==> src/rtl/core/elgd_pkg.sv <==
package elgd_pkg;

   localparam int NUM_CARS_DEF   = 8;
   localparam int FLOOR_BITS_DEF = 6;
   localparam int LOAD_BITS_DEF  = 8;

   localparam int PENALTY_W = 4;
   localparam logic [PENALTY_W-1:0] PENALTY_RESET = 4'd2;

   localparam logic [1:0] ACT_STATUS  = 2'd0;
   localparam logic [1:0] ACT_FAULT   = 2'd1;
   localparam logic [1:0] ACT_REQUEST = 2'd2;

   typedef struct packed {
      logic [1:0] action;
      logic [2:0] car_id;
      logic [5:0] floor;
      logic       going_up;
   } req_type;

   typedef struct packed {
      logic       assign_found;
      logic [2:0] assigned_car;
      logic       reached;
      logic       car_moving;
   } rsp_type;

   typedef struct packed {
      logic known;
      logic faulty;
      logic moving;
      logic dir_known;
      logic dir_up;
   } car_flags_type;

endpackage

==> src/rtl/core/elgd_car_table.sv <==
module elgd_car_table
   import elgd_pkg::*;
#(
   parameter int NUM_CARS   = NUM_CARS_DEF,
   parameter int FLOOR_BITS = FLOOR_BITS_DEF,
   parameter int LOAD_BITS  = LOAD_BITS_DEF,
   localparam int IDX_BITS  = (NUM_CARS > 1) ? $clog2(NUM_CARS) : 1
) (
   input  logic                  clock,
   input  logic                  reset,
   input  logic                  rd_en,
   input  logic [IDX_BITS-1:0]   rd_addr,
   output car_flags_type         rd_flags,
   output logic [FLOOR_BITS-1:0] rd_floor,
   output logic [LOAD_BITS-1:0]  rd_load,
   input  logic                  wr_en,
   input  logic [IDX_BITS-1:0]   wr_addr,
   input  car_flags_type         wr_flags,
   input  logic [FLOOR_BITS-1:0] wr_floor,
   input  logic [LOAD_BITS-1:0]  wr_load
);

   localparam int WORD_W = $bits(car_flags_type) + FLOOR_BITS + LOAD_BITS;

   logic [WORD_W-1:0]   mem_ff [NUM_CARS];
   logic [WORD_W-1:0]   rd_word_ff;
   logic                rd_hit_ff;
   logic                rd_hit_in;
   logic [NUM_CARS-1:0] valid_ff;
   logic [NUM_CARS-1:0] valid_in;

   always_comb begin
      valid_in = valid_ff;
      if (wr_en) begin
         valid_in[wr_addr] = 1'b1;
      end
      rd_hit_in = rd_hit_ff;
      if (rd_en) begin
         rd_hit_in = valid_ff[rd_addr];
      end
   end

   always_ff @(posedge clock) begin
      if (wr_en) begin
         mem_ff[wr_addr] <= {wr_flags, wr_floor, wr_load};
      end
      if (rd_en) begin
         rd_word_ff <= mem_ff[rd_addr];
      end
   end

   always_ff @(posedge clock) begin
      if (reset) begin
         valid_ff  <= '0;
         rd_hit_ff <= 1'b0;
      end else begin
         valid_ff  <= valid_in;
         rd_hit_ff <= rd_hit_in;
      end
   end

   // an entry never written reads as the cleared value
   assign {rd_flags, rd_floor, rd_load} = rd_hit_ff ? rd_word_ff : '0;

endmodule

==> src/rtl/core/elgd_ctrl.sv <==
module elgd_ctrl
   import elgd_pkg::*;
#(
   parameter int NUM_CARS   = NUM_CARS_DEF,
   parameter int FLOOR_BITS = FLOOR_BITS_DEF,
   parameter int LOAD_BITS  = LOAD_BITS_DEF,
   localparam int IDX_BITS  = (NUM_CARS > 1) ? $clog2(NUM_CARS) : 1
) (
   input  logic                  clock,
   input  logic                  reset,
   input  logic                  req_valid,
   output logic                  req_ready,
   input  req_type               req_data,
   input  logic [PENALTY_W-1:0]  penalty,
   output logic                  fin_valid,
   input  logic                  fin_ready,
   output rsp_type               fin_data,
   output logic                  rd_en,
   output logic [IDX_BITS-1:0]   rd_addr,
   input  car_flags_type         rd_flags,
   input  logic [FLOOR_BITS-1:0] rd_floor,
   input  logic [LOAD_BITS-1:0]  rd_load,
   output logic                  wr_en,
   output logic [IDX_BITS-1:0]   wr_addr,
   output car_flags_type         wr_flags,
   output logic [FLOOR_BITS-1:0] wr_floor,
   output logic [LOAD_BITS-1:0]  wr_load
);

   localparam int CNT_W  = $clog2(NUM_CARS + 1);
   localparam int DIST_W = ((FLOOR_BITS > PENALTY_W) ? FLOOR_BITS : PENALTY_W) + 1;
   localparam logic [CNT_W-1:0] CNT_LAST = CNT_W'(NUM_CARS);
   localparam logic [LOAD_BITS-1:0] LOAD_MAX = {LOAD_BITS{1'b1}};

   localparam logic [2:0] ST_IDLE   = 3'd0;
   localparam logic [2:0] ST_UPDATE = 3'd1;
   localparam logic [2:0] ST_SCAN   = 3'd2;
   localparam logic [2:0] ST_COMMIT = 3'd3;
   localparam logic [2:0] ST_FINISH = 3'd4;

   logic [2:0]            state_ff, state_in;
   req_type               item_ff, item_in;
   logic [CNT_W-1:0]      cnt_ff, cnt_in;
   logic                  pend_ff, pend_in;
   logic [IDX_BITS-1:0]   eval_idx_ff, eval_idx_in;
   logic                  found_ff, found_in;
   logic [IDX_BITS-1:0]   best_idx_ff, best_idx_in;
   car_flags_type         best_flags_ff, best_flags_in;
   logic [FLOOR_BITS-1:0] best_floor_ff, best_floor_in;
   logic [LOAD_BITS-1:0]  best_load_ff, best_load_in;
   logic [DIST_W-1:0]     best_dist_ff, best_dist_in;
   rsp_type               res_ff, res_in;

   logic                  req_fire;
   logic                  req_id_ok;
   logic [FLOOR_BITS-1:0] item_floor;
   logic [FLOOR_BITS-1:0] abs_dist;
   logic [DIST_W-1:0]     cand_dist;
   logic                  take;

   assign req_fire   = req_valid && req_ready;
   assign req_id_ok  = (32'(req_data.car_id) < NUM_CARS);
   assign item_floor = FLOOR_BITS'(item_ff.floor);

   // distance of the car whose entry is on the read port
   always_comb begin
      abs_dist  = (rd_floor > item_floor) ? (rd_floor - item_floor) : (item_floor - rd_floor);
      cand_dist = DIST_W'(abs_dist);
      if (rd_flags.dir_known && (rd_flags.dir_up != item_ff.going_up)) begin
         cand_dist = DIST_W'(abs_dist) + DIST_W'(penalty);
      end
      take = rd_flags.known && !rd_flags.faulty &&
             (!found_ff || (rd_load < best_load_ff) ||
              ((rd_load == best_load_ff) && (cand_dist < best_dist_ff)));
   end

   always_comb begin
      state_in      = state_ff;
      item_in       = item_ff;
      cnt_in        = cnt_ff;
      pend_in       = 1'b0;
      eval_idx_in   = eval_idx_ff;
      found_in      = found_ff;
      best_idx_in   = best_idx_ff;
      best_flags_in = best_flags_ff;
      best_floor_in = best_floor_ff;
      best_load_in  = best_load_ff;
      best_dist_in  = best_dist_ff;
      res_in        = res_ff;
      req_ready     = 1'b0;
      fin_valid     = 1'b0;
      rd_en         = 1'b0;
      rd_addr       = '0;
      wr_en         = 1'b0;
      wr_addr       = IDX_BITS'(item_ff.car_id);
      wr_flags      = rd_flags;
      wr_floor      = rd_floor;
      wr_load       = rd_load;

      case (state_ff)
         ST_IDLE: begin
            req_ready = 1'b1;
            if (req_fire) begin
               item_in = req_data;
               if (req_data.action == ACT_REQUEST) begin
                  cnt_in      = '0;
                  found_in    = 1'b0;
                  best_idx_in = '0;
                  state_in    = ST_SCAN;
               end else if (((req_data.action == ACT_STATUS) ||
                             (req_data.action == ACT_FAULT)) && req_id_ok) begin
                  rd_en    = 1'b1;
                  rd_addr  = IDX_BITS'(req_data.car_id);
                  state_in = ST_UPDATE;
               end else begin
                  res_in   = '0;
                  state_in = ST_FINISH;
               end
            end
         end

         ST_UPDATE: begin
            wr_en  = 1'b1;
            res_in = '0;
            if (item_ff.action == ACT_STATUS) begin
               wr_flags.known = 1'b1;
               wr_floor       = item_floor;
               if (rd_flags.known) begin
                  if (rd_floor != item_floor) begin
                     wr_flags.moving = 1'b1;
                  end else if (rd_flags.moving) begin
                     wr_flags.moving = 1'b0;
                     res_in.reached  = 1'b1;
                  end
               end
               res_in.car_moving = wr_flags.moving;
            end else begin
               wr_flags.faulty   = 1'b1;
               res_in.car_moving = rd_flags.moving;
            end
            state_in = ST_FINISH;
         end

         ST_SCAN: begin
            // issue the next read while judging the entry read last cycle
            if (cnt_ff != CNT_LAST) begin
               rd_en       = 1'b1;
               rd_addr     = cnt_ff[IDX_BITS-1:0];
               eval_idx_in = cnt_ff[IDX_BITS-1:0];
               pend_in     = 1'b1;
               cnt_in      = cnt_ff + CNT_W'(1);
            end
            if (pend_ff && take) begin
               found_in      = 1'b1;
               best_idx_in   = eval_idx_ff;
               best_flags_in = rd_flags;
               best_floor_in = rd_floor;
               best_load_in  = rd_load;
               best_dist_in  = cand_dist;
            end
            if (cnt_ff == CNT_LAST) begin
               state_in = ST_COMMIT;
            end
         end

         ST_COMMIT: begin
            wr_en              = found_ff;
            wr_addr            = best_idx_ff;
            wr_flags           = best_flags_ff;
            wr_flags.dir_known = 1'b1;
            wr_flags.dir_up    = item_ff.going_up;
            wr_floor           = best_floor_ff;
            wr_load            = (best_load_ff != LOAD_MAX) ?
                                 (best_load_ff + LOAD_BITS'(1)) : best_load_ff;
            res_in              = '0;
            res_in.assign_found = found_ff;
            res_in.assigned_car = 3'(best_idx_ff);
            state_in            = ST_FINISH;
         end

         ST_FINISH: begin
            fin_valid = 1'b1;
            if (fin_ready) begin
               state_in = ST_IDLE;
            end
         end

         default: begin
            state_in = ST_IDLE;
         end
      endcase
   end

   always_ff @(posedge clock) begin
      if (reset) begin
         state_ff <= ST_IDLE;
         pend_ff  <= 1'b0;
         cnt_ff   <= '0;
         found_ff <= 1'b0;
      end else begin
         state_ff <= state_in;
         pend_ff  <= pend_in;
         cnt_ff   <= cnt_in;
         found_ff <= found_in;
      end
   end

   always_ff @(posedge clock) begin
      item_ff       <= item_in;
      eval_idx_ff   <= eval_idx_in;
      best_idx_ff   <= best_idx_in;
      best_flags_ff <= best_flags_in;
      best_floor_ff <= best_floor_in;
      best_load_ff  <= best_load_in;
      best_dist_ff  <= best_dist_in;
      res_ff        <= res_in;
   end

   assign fin_data = res_ff;

   a_no_rd_wr_overlap: assert property (@(posedge clock) disable iff (reset)
      !(rd_en && wr_en))
      else $error("table read and write in the same cycle");

   a_one_item_at_a_time: assert property (@(posedge clock) disable iff (reset)
      req_fire |=> !req_ready)
      else $error("new beat taken while an item is in flight");

   a_commit_load_nonzero: assert property (@(posedge clock) disable iff (reset)
      (wr_en && (state_ff == ST_COMMIT)) |-> (wr_load != '0))
      else $error("assigned car load wrapped to zero");

   a_no_assign_on_status: assert property (@(posedge clock) disable iff (reset)
      (fin_valid && (item_ff.action != ACT_REQUEST)) |-> !fin_data.assign_found)
      else $error("assignment reported for a non-request beat");

endmodule

==> src/rtl/core/elevator_group_dispatcher_unit.sv <==
// Elevator group dispatcher. The car table (known floor, fault, motion, last
// direction, load) sits in one synchronous memory with a single read and a
// single write port, and the block handles one beat at a time. A status or
// fault beat goes from acceptance through a read, a write back and a hand
// off to the result register; a hall request walks over every car through
// the one read port, then writes back the chosen car (if one is found) and
// hands off its result. A finished result waits in an output register, so
// the next beat is taken while the previous result is still pending. The
// penalty register may only be written while idle.
module elevator_group_dispatcher_unit
   import elgd_pkg::*;
#(
   parameter int NUM_CARS   = NUM_CARS_DEF,
   parameter int FLOOR_BITS = FLOOR_BITS_DEF,
   parameter int LOAD_BITS  = LOAD_BITS_DEF
) (
   input  logic                 clock,
   input  logic                 reset,
   input  logic                 req_valid,
   output logic                 req_ready,
   input  req_type              req_data,
   output logic                 rsp_valid,
   input  logic                 rsp_ready,
   output rsp_type              rsp_data,
   input  logic                 csr_valid,
   output logic                 csr_ready,
   input  logic [PENALTY_W-1:0] csr_data
);

   localparam int IDX_BITS = (NUM_CARS > 1) ? $clog2(NUM_CARS) : 1;

   logic [PENALTY_W-1:0]  penalty_ff, penalty_in;
   logic                  rsp_valid_ff, rsp_valid_in;
   rsp_type               rsp_data_ff, rsp_data_in;

   logic                  fin_valid;
   logic                  fin_ready;
   rsp_type               fin_data;

   logic                  rd_en;
   logic [IDX_BITS-1:0]   rd_addr;
   car_flags_type         rd_flags;
   logic [FLOOR_BITS-1:0] rd_floor;
   logic [LOAD_BITS-1:0]  rd_load;
   logic                  wr_en;
   logic [IDX_BITS-1:0]   wr_addr;
   car_flags_type         wr_flags;
   logic [FLOOR_BITS-1:0] wr_floor;
   logic [LOAD_BITS-1:0]  wr_load;

   assign csr_ready = 1'b1;
   assign fin_ready = !rsp_valid_ff || rsp_ready;

   always_comb begin
      penalty_in = penalty_ff;
      if (csr_valid && csr_ready) begin
         penalty_in = csr_data;
      end
      rsp_valid_in = rsp_valid_ff;
      rsp_data_in  = rsp_data_ff;
      if (rsp_valid_ff && rsp_ready) begin
         rsp_valid_in = 1'b0;
      end
      if (fin_valid && fin_ready) begin
         rsp_valid_in = 1'b1;
         rsp_data_in  = fin_data;
      end
   end

   always_ff @(posedge clock) begin
      if (reset) begin
         penalty_ff   <= PENALTY_RESET;
         rsp_valid_ff <= 1'b0;
      end else begin
         penalty_ff   <= penalty_in;
         rsp_valid_ff <= rsp_valid_in;
      end
   end

   always_ff @(posedge clock) begin
      rsp_data_ff <= rsp_data_in;
   end

   assign rsp_valid = rsp_valid_ff;
   assign rsp_data  = rsp_data_ff;

   elgd_ctrl #(
      .NUM_CARS   (NUM_CARS),
      .FLOOR_BITS (FLOOR_BITS),
      .LOAD_BITS  (LOAD_BITS)
   ) u_ctrl (
      .clock      (clock),
      .reset      (reset),
      .req_valid  (req_valid),
      .req_ready  (req_ready),
      .req_data   (req_data),
      .penalty    (penalty_ff),
      .fin_valid  (fin_valid),
      .fin_ready  (fin_ready),
      .fin_data   (fin_data),
      .rd_en      (rd_en),
      .rd_addr    (rd_addr),
      .rd_flags   (rd_flags),
      .rd_floor   (rd_floor),
      .rd_load    (rd_load),
      .wr_en      (wr_en),
      .wr_addr    (wr_addr),
      .wr_flags   (wr_flags),
      .wr_floor   (wr_floor),
      .wr_load    (wr_load)
   );

   elgd_car_table #(
      .NUM_CARS   (NUM_CARS),
      .FLOOR_BITS (FLOOR_BITS),
      .LOAD_BITS  (LOAD_BITS)
   ) u_table (
      .clock      (clock),
      .reset      (reset),
      .rd_en      (rd_en),
      .rd_addr    (rd_addr),
      .rd_flags   (rd_flags),
      .rd_floor   (rd_floor),
      .rd_load    (rd_load),
      .wr_en      (wr_en),
      .wr_addr    (wr_addr),
      .wr_flags   (wr_flags),
      .wr_floor   (wr_floor),
      .wr_load    (wr_load)
   );

endmodule

==> config.mk <==
export PLATFORM = sky130hd
export DESIGN_NAME = elevator_group_dispatcher_unit
export DESIGN_NICKNAME = d
export VERILOG_FILES = /design/src/rtl/core/elgd_pkg.sv /design/src/rtl/core/elgd_car_table.sv /design/src/rtl/core/elgd_ctrl.sv /design/src/rtl/core/elevator_group_dispatcher_unit.sv
export SDC_FILE = /design/constraint.sdc
export NUM_CORES = 1
export LEC_CHECK = 0
export ABC_AREA = 1
export BUFFER_PORTS_ARGS = -buffer_cell sky130_fd_sc_hd__buf_4
export CAP_MARGIN = 20
export CORE_ASPECT_RATIO = 1.1
export CORE_MARGIN = 2
export CORE_UTILIZATION = 62
export CTS_CLUSTER_DIAMETER = 200
export DETAILED_ROUTE_END_ITERATION = 7
export PLACE_DENSITY = 0.89
export SYNTH_ARGS = -nofsm -noshare
export SYNTH_HDL_FRONTEND = slang
export SYNTH_SLANG_ARGS = --single-unit
==> constraint.sdc <==
create_clock -name clock -period 6 [get_ports clock]
set_clock_uncertainty 0.05 [all_clocks]
set_input_delay 1.5 -clock clock [delete_from_list [all_inputs] [get_ports clock]]
set_output_delay 1.5 -clock clock [all_outputs]
set_load 0.01 [all_outputs]
==> flow_metrics.env, run 1 <==
export IMPL_status="completed"
export IMPL_seq_area_frac_synth=0.635
export IMPL_grt_usage=0.261
export IMPL_clk_pin_slew_ns=0.07
export IMPL_powerDensity_mw_per_mm2=324
export IMPL_hp_class="reg2reg"
export IMPL_cts_buffers=25
export IMPL_n_antenna_cell=0
export IMPL_cp_start_kind="register"
export IMPL_critPathArrivalTime_ns=5.08
export IMPL_rrSetupSlack_ns=1.05
export IMPL_cap_violations=0
export IMPL_wl_per_cell_microns=18.9
export IMPL_r2r_end="u_ctrl.best_load_ff[3]"
export IMPL_end_kind="register"
export IMPL_grt_pass1_wl_microns=39800
export IMPL_final_min_clock_period_ns=4.95
export IMPL_slowest_delay_ns=0.47
export IMPL_nets=1134
export IMPL_drc=0
export IMPL_critPathTopFamily="simple AND/OR/NAND/NOR gates"
export IMPL_die_x_microns=133
export IMPL_overflow=0
export IMPL_syn_avg_cell_area_sq_um=10.8
export IMPL_p_switching_w=0.00104
export IMPL_yosysUniqueCellTypes=50
export IMPL_synth_nets=1107
export IMPL_syn_cell_area_sq_mm=0.0114
export IMPL_cpMaxStageDelayCell="fa_1"
export IMPL_worstSkewPairLatency_ns=0.52
export IMPL_dieHeight_microns=146
export IMPL_cellLeakagePower_nw=5.05
export IMPL_hold_start="u_ctrl.fin_data[0]"
export IMPL_hold_buffers=0
export IMPL_ir_drop_mv=0.249
export IMPL_combPwrFrac=0.130
export IMPL_clkSinkCount=248
export IMPL_dp_hpwl_microns=15100
export IMPL_final_hold_violation_count=0
export IMPL_postCtsSetupRepairBufs=0
export IMPL_syn_instance_count=1052
export IMPL_cts_buffer_depth=3
export IMPL_drt_iter0_drc=698
export IMPL_wirelength_microns=25300
export IMPL_core_area_sq_mm=0.0179
export IMPL_n_fill_cell=1135
export IMPL_setup_viol=0
export IMPL_postCtsResizedCells=0
export IMPL_gp_congestion=0.878
export IMPL_dp_cells=1288
export IMPL_path_buf_inv=6
export IMPL_drtPass1Iterations=5
export IMPL_final_cells=1335
export IMPL_tightest_slew_ns=1.16
export IMPL_rsz0062_at_grt="no"
export IMPL_setup_tns_ns=0
export IMPL_antenna_left=0
export IMPL_routed_via_density=5.94
export IMPL_finalCritPeriodShare=0.825
export IMPL_pwr_share_seq=0.491
export IMPL_ys_warn_count=0
export IMPL_die_area_sq_mm=0.0194
export IMPL_cts_tree="built"
export IMPL_crit_type="reg2reg"
export IMPL_syn_to_final_growth_pct=10.8
export IMPL_critical_path_required_ns=6.13
export IMPL_antenna_found_initial=0
export IMPL_cts_root_buffer="clkbuf_16"
export IMPL_initial_utilization=0.636
export IMPL_timing_rr_start="u_table.rd_hit_ff"
export IMPL_min_to="rsp_data[0]"
export IMPL_numPortBuffers=28
export IMPL_drv_slew=0
export IMPL_multi_input_area_sq_mm=0.00344
export IMPL_num_rows=51
export IMPL_slew_limit_headroom=0.229
export IMPL_pin_count=30
export IMPL_min_path_cells=0
export IMPL_path_common_cell="nand2_1"
export IMPL_sw_frac_of_total=0.255
export IMPL_r2r_cells=29
export IMPL_htree_levels=1
export IMPL_p_int_w=0.00304
export IMPL_grt_pass1_vias=8045
export IMPL_seq_area_sq_mm=0.00722
export IMPL_synth_seq_cells=248
export IMPL_fmax_mhz=202
export IMPL_grt_max_degree=96
export IMPL_crit_fanout=24
export IMPL_dr_total_vias=7924
export IMPL_power_frac_clock=0.379
export IMPL_drive_above_1_share=0.125
==> power groups by stage <==
stage	Combinational (W)	Sequential, W	Clock (W)
final	0.000532	0.00200	0.00155
after global routing	0.000589	0.00201	0.00161
after CTS	0.000521	0.00200	0.00155
after detailed placement	0.000508	0.00204	0
after global placement	0.000483	0.00204	0
after floorplan	0.000366	0.00203	0
==> cell usage in the layout, fill, tap and decap left out, drive strengths merged, types with 4 or more instances in the layout <==
cell	Yosys	layout
o221ai	6	6
nand2	206	206
o22ai	24	24
or2	20	20
nand3	42	42
nor3	7	7
a21oi	27	27
a31oi	4	4
inv	134	135
clkbuf	13	27
buf	25	38
clkinv	1	12
dfxtp	23	23
o211ai	18	18
xor2	9	9
o21ai	92	92
nor2	120	120
edfxtp	225	225
a22oi	4	4
ha	31	31
==> stage by stage <==
| step | util | total power [W] | setup WS [ns] | instance area [sq um] | hold WS, ns |
|---|---|---|---|---|---|
| detailed placement | 0.657 | 0.00255 | 1.17 | 11700 | 0.355 |
| global route | 0.705 | 0.00420 | 0.641 | 12600 | 0.381 |
| CTS | 0.703 | 0.00407 | 1.07 | 12600 | 0.369 |
| global placement | 0.657 | 0.00252 | 1.37 | 11700 | 0.352 |
| finish | 0.705 | 0.00408 | 1.05 | 12600 | 0.370 |
| floorplan | - | 0.00240 | 0.986 | 11400 | 0.350 |
==> state kept, by name (all words and copies together), names as in the netlist <==
register and count:
u_ctrl.cnt_ff 4, rsp_valid 1, u_ctrl.item_ff 6, u_ctrl.pend_ff 1, penalty_ff 4, u_ctrl.eval_idx_ff 3
u_ctrl.best_load_ff 8, rsp_data 6, u_ctrl.best_flags_ff 3, u_ctrl.best_dist_ff 7, u_ctrl.state_ff 3, u_table.rd_hit_ff 1
u_ctrl.item_floor 6, u_table.rd_word_ff 19, u_ctrl.found_ff 1, u_table.valid_ff 8, u_ctrl.fin_data 6, u_table.mem_ff 152
u_ctrl.best_floor_ff 6, u_ctrl.best_idx_ff 3
==> worst max path at each step <==
stage | from | to | slack [ns] | depth (start not counted)
2_1_floorplan | u_table.rd_hit_ff | u_ctrl.best_dist_ff[0] | 0.99 | 27
3_3_place_gp | u_table.rd_hit_ff | u_ctrl.best_load_ff[0] | 1.37 | 28
3_5_place_dp | u_table.rd_hit_ff | u_ctrl.best_load_ff[0] | 1.17 | 28
4_1_cts | u_table.rd_hit_ff | u_ctrl.best_load_ff[3] | 1.07 | 29
5_1_grt | u_table.rd_hit_ff | u_ctrl.best_floor_ff[5] | 0.64 | 28
6_report | u_table.rd_hit_ff | u_ctrl.best_load_ff[3] | 1.05 | 29
==> layer usage <==
metal / global-route usage / routed length (microns)
met5: 0 / 0
met4: 0.154 / 1230
met3: 0.0323 / 2040
met2: 0.443 / 12200
met1: 0.324 / 9780
==> logic make-up (layout without fill, tap and decap cells) <==
group	after synthesis	after routing	synth area share
AOI/OAI and AO/OA	179	179	0.0961
other	1	1	0.000330
and+or+nand+nor	406	406	0.157
DFF	248	248	0.635
adders and majority gates	34	34	0.0394
xor gates and xnor gates	11	11	0.00847
buffers and inverters	173	218	0.0636
==> cells in the mapped netlist, drive strengths merged <==
library cell | instances | share of area
a22oi | 4 | 0.0026
buf | 25 | 0.014
ha | 31 | 0.034
o21ai | 92 | 0.042
a32oi | 1 | 0.00077
inv | 134 | 0.045
fa | 3 | 0.0053
o21a | 1 | 0.00066
nand2 | 206 | 0.069
clkbuf | 13 | 0.0043
a211oi | 2 | 0.0013
nand4 | 3 | 0.0017
dfxtp | 23 | 0.040
and3 | 1 | 0.00055
a21oi | 27 | 0.013
or2 | 20 | 0.011
o221ai | 6 | 0.0046
nor3 | 7 | 0.0045
xor2 | 9 | 0.0069
nand3b | 1 | 0.00066
nor3b | 3 | 0.0020
clkinv | 1 | 0.00033
edfxtp | 225 | 0.59
nor2 | 120 | 0.045
o22ai | 24 | 0.013
xnor2 | 2 | 0.0015
nor4 | 3 | 0.0017
o211ai | 18 | 0.016
conb | 1 | 0.00033
nand3 | 42 | 0.021
a31oi | 4 | 0.0022
==> area by class of cell <==
cell class              instances  share of cell area
clock buffers                  27              0.0503
clock inverters                18              0.0142
inverters                     135              0.0406
multi-input cells             631               0.273
flip-flops and latches        248               0.573
well taps                     238              0.0236
repair buffers                 38              0.0248
No activity file was read; power rests on OpenSTA's default activity.
==> inputs of run 2 (changes only) <==
ABC_AREA = 0   (was 1)
CORE_UTILIZATION = 56   (was 62)
PLACE_DENSITY = 0.86   (was 0.89)
clock period = 4.4 ns   (was 6 ns; I/O delays follow)
==> flow_metrics.env, run 2 <==
export IMPL_drtPass1Iterations=7
export IMPL_dp_hpwl_microns=14900
export IMPL_synth_ff_type="edfxtp_1"
export IMPL_cts_root_buffer="clkbuf_16"
export IMPL_clkSinkCount=248
export IMPL_htree_levels=1
export IMPL_fmax_mhz=207
export IMPL_dieHeight_microns=151
export IMPL_synth_area_leader_cell="edfxtp_1"
export IMPL_end_kind="register"
export IMPL_setup_tns_ns=-11.39
export IMPL_yosysUniqueCellTypes=63
export IMPL_pin_count=30
export IMPL_n_antenna_cell=0
export IMPL_ys_warn_count=0
export IMPL_final_min_clock_period_ns=4.84
export IMPL_hp_class="reg2reg"
export IMPL_worstSkewPairLatency_ns=0.53
export IMPL_core_area_sq_mm=0.0192
export IMPL_timing_rr_start="u_table.rd_word_ff[8]"
export IMPL_synth_top_cells_by_count="225 x edfxtp_1, 219 x nand2_1, 106 x nand3_1"
export IMPL_final_cells=1283
export IMPL_die_area_sq_mm=0.0209
export IMPL_violations="setup timing"
export IMPL_dr_total_vias=7680
export IMPL_antenna_found_initial=0
export IMPL_syn_cell_area_sq_mm=0.0111
export IMPL_cellLeakagePower_nw=4.76
export IMPL_grt_max_degree=69
export IMPL_finalCritPeriodShare=1.10
export IMPL_cts_buffer_depth=3
export IMPL_final_cell_mix="225 x edfxtp_1, 215 x nand2_1, 104 x nand3_1"
export IMPL_grt_pass1_wl_microns=38000
export IMPL_wl_per_cell_microns=19.5
export IMPL_initial_utilization=0.575
export IMPL_num_rows=53
export IMPL_startpoint="u_table.rd_word_ff[8]"
export IMPL_crit_fanout=12
export IMPL_tightest_slew_ns=1.06
export IMPL_clk_pin_slew_ns=0.06
export IMPL_nets=1074
export IMPL_rsz0062_at_grt="yes"
export IMPL_cp_start_kind="register"
export IMPL_crit_type="reg2reg"
export IMPL_synth_top_cells_by_area="edfxtp_1 61%, nand2_1 7.4%, nand3_1 4.8%"
export IMPL_critical_path_required_ns=4.58
export IMPL_synth_nets=1014
export IMPL_cts_tree="built"
export IMPL_final_hold_violation_count=0
export IMPL_numPortBuffers=28
export IMPL_setup_viol=28
export IMPL_drv_slew=0
export IMPL_fin_util=0.658
export IMPL_drc=0
export IMPL_syn_instance_count=959
export IMPL_mostFrequentLayoutCell="edfxtp_1"
export IMPL_overflow=0
export IMPL_hold_ws_ns=0.363
export IMPL_netlist_area_leader_share=0.611
export IMPL_regMostFlops="u_table.mem_ff"
export IMPL_seq_area_frac_synth=0.653
export IMPL_ir_drop_mv=0.322
export IMPL_die_x_microns=138
export IMPL_drt_iter0_drc=890
export IMPL_largest_reg_flops=152
export IMPL_setup_ws_ns=-0.437
export IMPL_status="finished with violations"
export IMPL_synth_async_reset_ratio=0
export IMPL_rrSetupSlack_ns=-0.44
export IMPL_antenna_left=0
export IMPL_top_regs="u_table.mem_ff (152), u_table.rd_word_ff (19)"
export IMPL_dp_cells=1233
export IMPL_grt_pass1_vias=7421
export IMPL_synth_seq_cells=248
export IMPL_syn_avg_cell_area_sq_um=11.5
export IMPL_cts_buffers=24
export IMPL_hold_start="u_ctrl.fin_data[4]"
export IMPL_drive_above_1_share=0.160
export IMPL_critPathArrivalTime_ns=5.02
export IMPL_wirelength_microns=25000
export IMPL_powerDensity_mw_per_mm2=403
export IMPL_hold_buffers=0
export IMPL_syn_to_final_growth_pct=14.4
export IMPL_n_fill_cell=1327
export IMPL_synth_edf_count=225
export IMPL_slew_limit_headroom=0.295
export IMPL_grt_usage=0.238
export IMPL_cap_violations=0
export IMPL_routed_via_density=5.99
export IMPL_yosysMostFrequentCell="edfxtp_1"
export IMPL_gp_congestion=0.863
==> run 2: cell count changes in the layout (fill, tap and decap cells not counted), moves of 9 or more <==
cell and delta:
o211ai_2 -10, xnor2_1 +9, nand2_1 +12, nor2_1 -66, o21ai_1 +15, inv_1 -86
and2_1 +13, nand3_1 +65, a21oi_1 -12, o22ai_1 -21, buf_4 +45, or2_2 -17
o21ai_0 -63
==> run 2: what timing repair did <==
action	4_1_cts	5_1_grt
endpoints found under the setup margin	28	28
gates cloned	0	2
setup buffers	1	4
pin swaps	2	2
resized for setup	4	8
==> run 2: final timing paths <==
kind	end	depth (start not counted)
min reg2reg	rsp_data[4]	0
max	u_ctrl.best_flags_ff[2]	27
min	rsp_data[4]	0
max reg2reg	u_ctrl.best_flags_ff[2]	27
==> run 2: cell type report <==
type / count / area [sq um] / area share
clock buffers: 27 / 612 / 0.0483
clock inverters: 16 / 113 / 0.00890
inverters: 41 / 154 / 0.0122
multi-input cells: 621 / 3590 / 0.284
flip-flops and latches: 248 / 7220 / 0.570
well taps: 247 / 309 / 0.0244
repair buffers: 83 / 657 / 0.0519
==> run 2: through the flow <==
step | setup WS [ns] | area (sq um) | total power, W
final | -0.437 | 12700 | 0.00510
after global routing | -0.674 | 12700 | 0.00525
after CTS | -0.369 | 12600 | 0.00510
after detailed placement | -0.357 | 11800 | 0.00322
after global placement | -0.242 | 11800 | 0.00319
after floorplan | -0.369 | 11100 | 0.00304
==> run 2: cell families after synthesis <==
kind of cell / synth area share
buffers and inverters: 0.0354
xor gates and xnor gates: 0.0127
AOI/OAI and AO/OA: 0.0718
adders and majority gates: 0.0405
and+or+nand+nor: 0.176
other: 0.000339
muxes: 0.0102
DFF: 0.653
==> run 2: layer usage <==
layer  vias up  track usage  wire (microns)
met3        69       0.0525            2160
met2       396        0.413           12600
met1      3678        0.288            9480
met5         -            0               0
met4         0       0.0990             718
li1       3537            -               -
==> run 2: critical path: stages (launching register included) <==
cell      delay (ns)
edfxtp_1        0.39
nand2_2         0.10
ha_2            0.18
inv_2           0.04
fa_2            0.37
nand3_2         0.10
o311ai_4        0.10
o211ai_4        0.26
mux2i_2         0.26
inv_1           0.06
ha_1            0.27
a21o_1          0.18
a21o_1          0.16
a21o_1          0.18
nand2_2         0.11
nor2_2          0.05
a31o_1          0.20
a21oi_2         0.19
xnor2_2         0.11
ha_2            0.18
nand2_2         0.05
nand3_2         0.08
nor4_2          0.14
o21ai_1         0.10
o22ai_1         0.16
a21oi_2         0.08
nor2_4          0.21
buf_12          0.18
==> run 2: where the power goes <==
part | internal, W | switching (W)
Sequential | 0.00264 | 0.0000279
Clock | 0.00106 | 0.000844
Combinational | 0.000209 | 0.000324
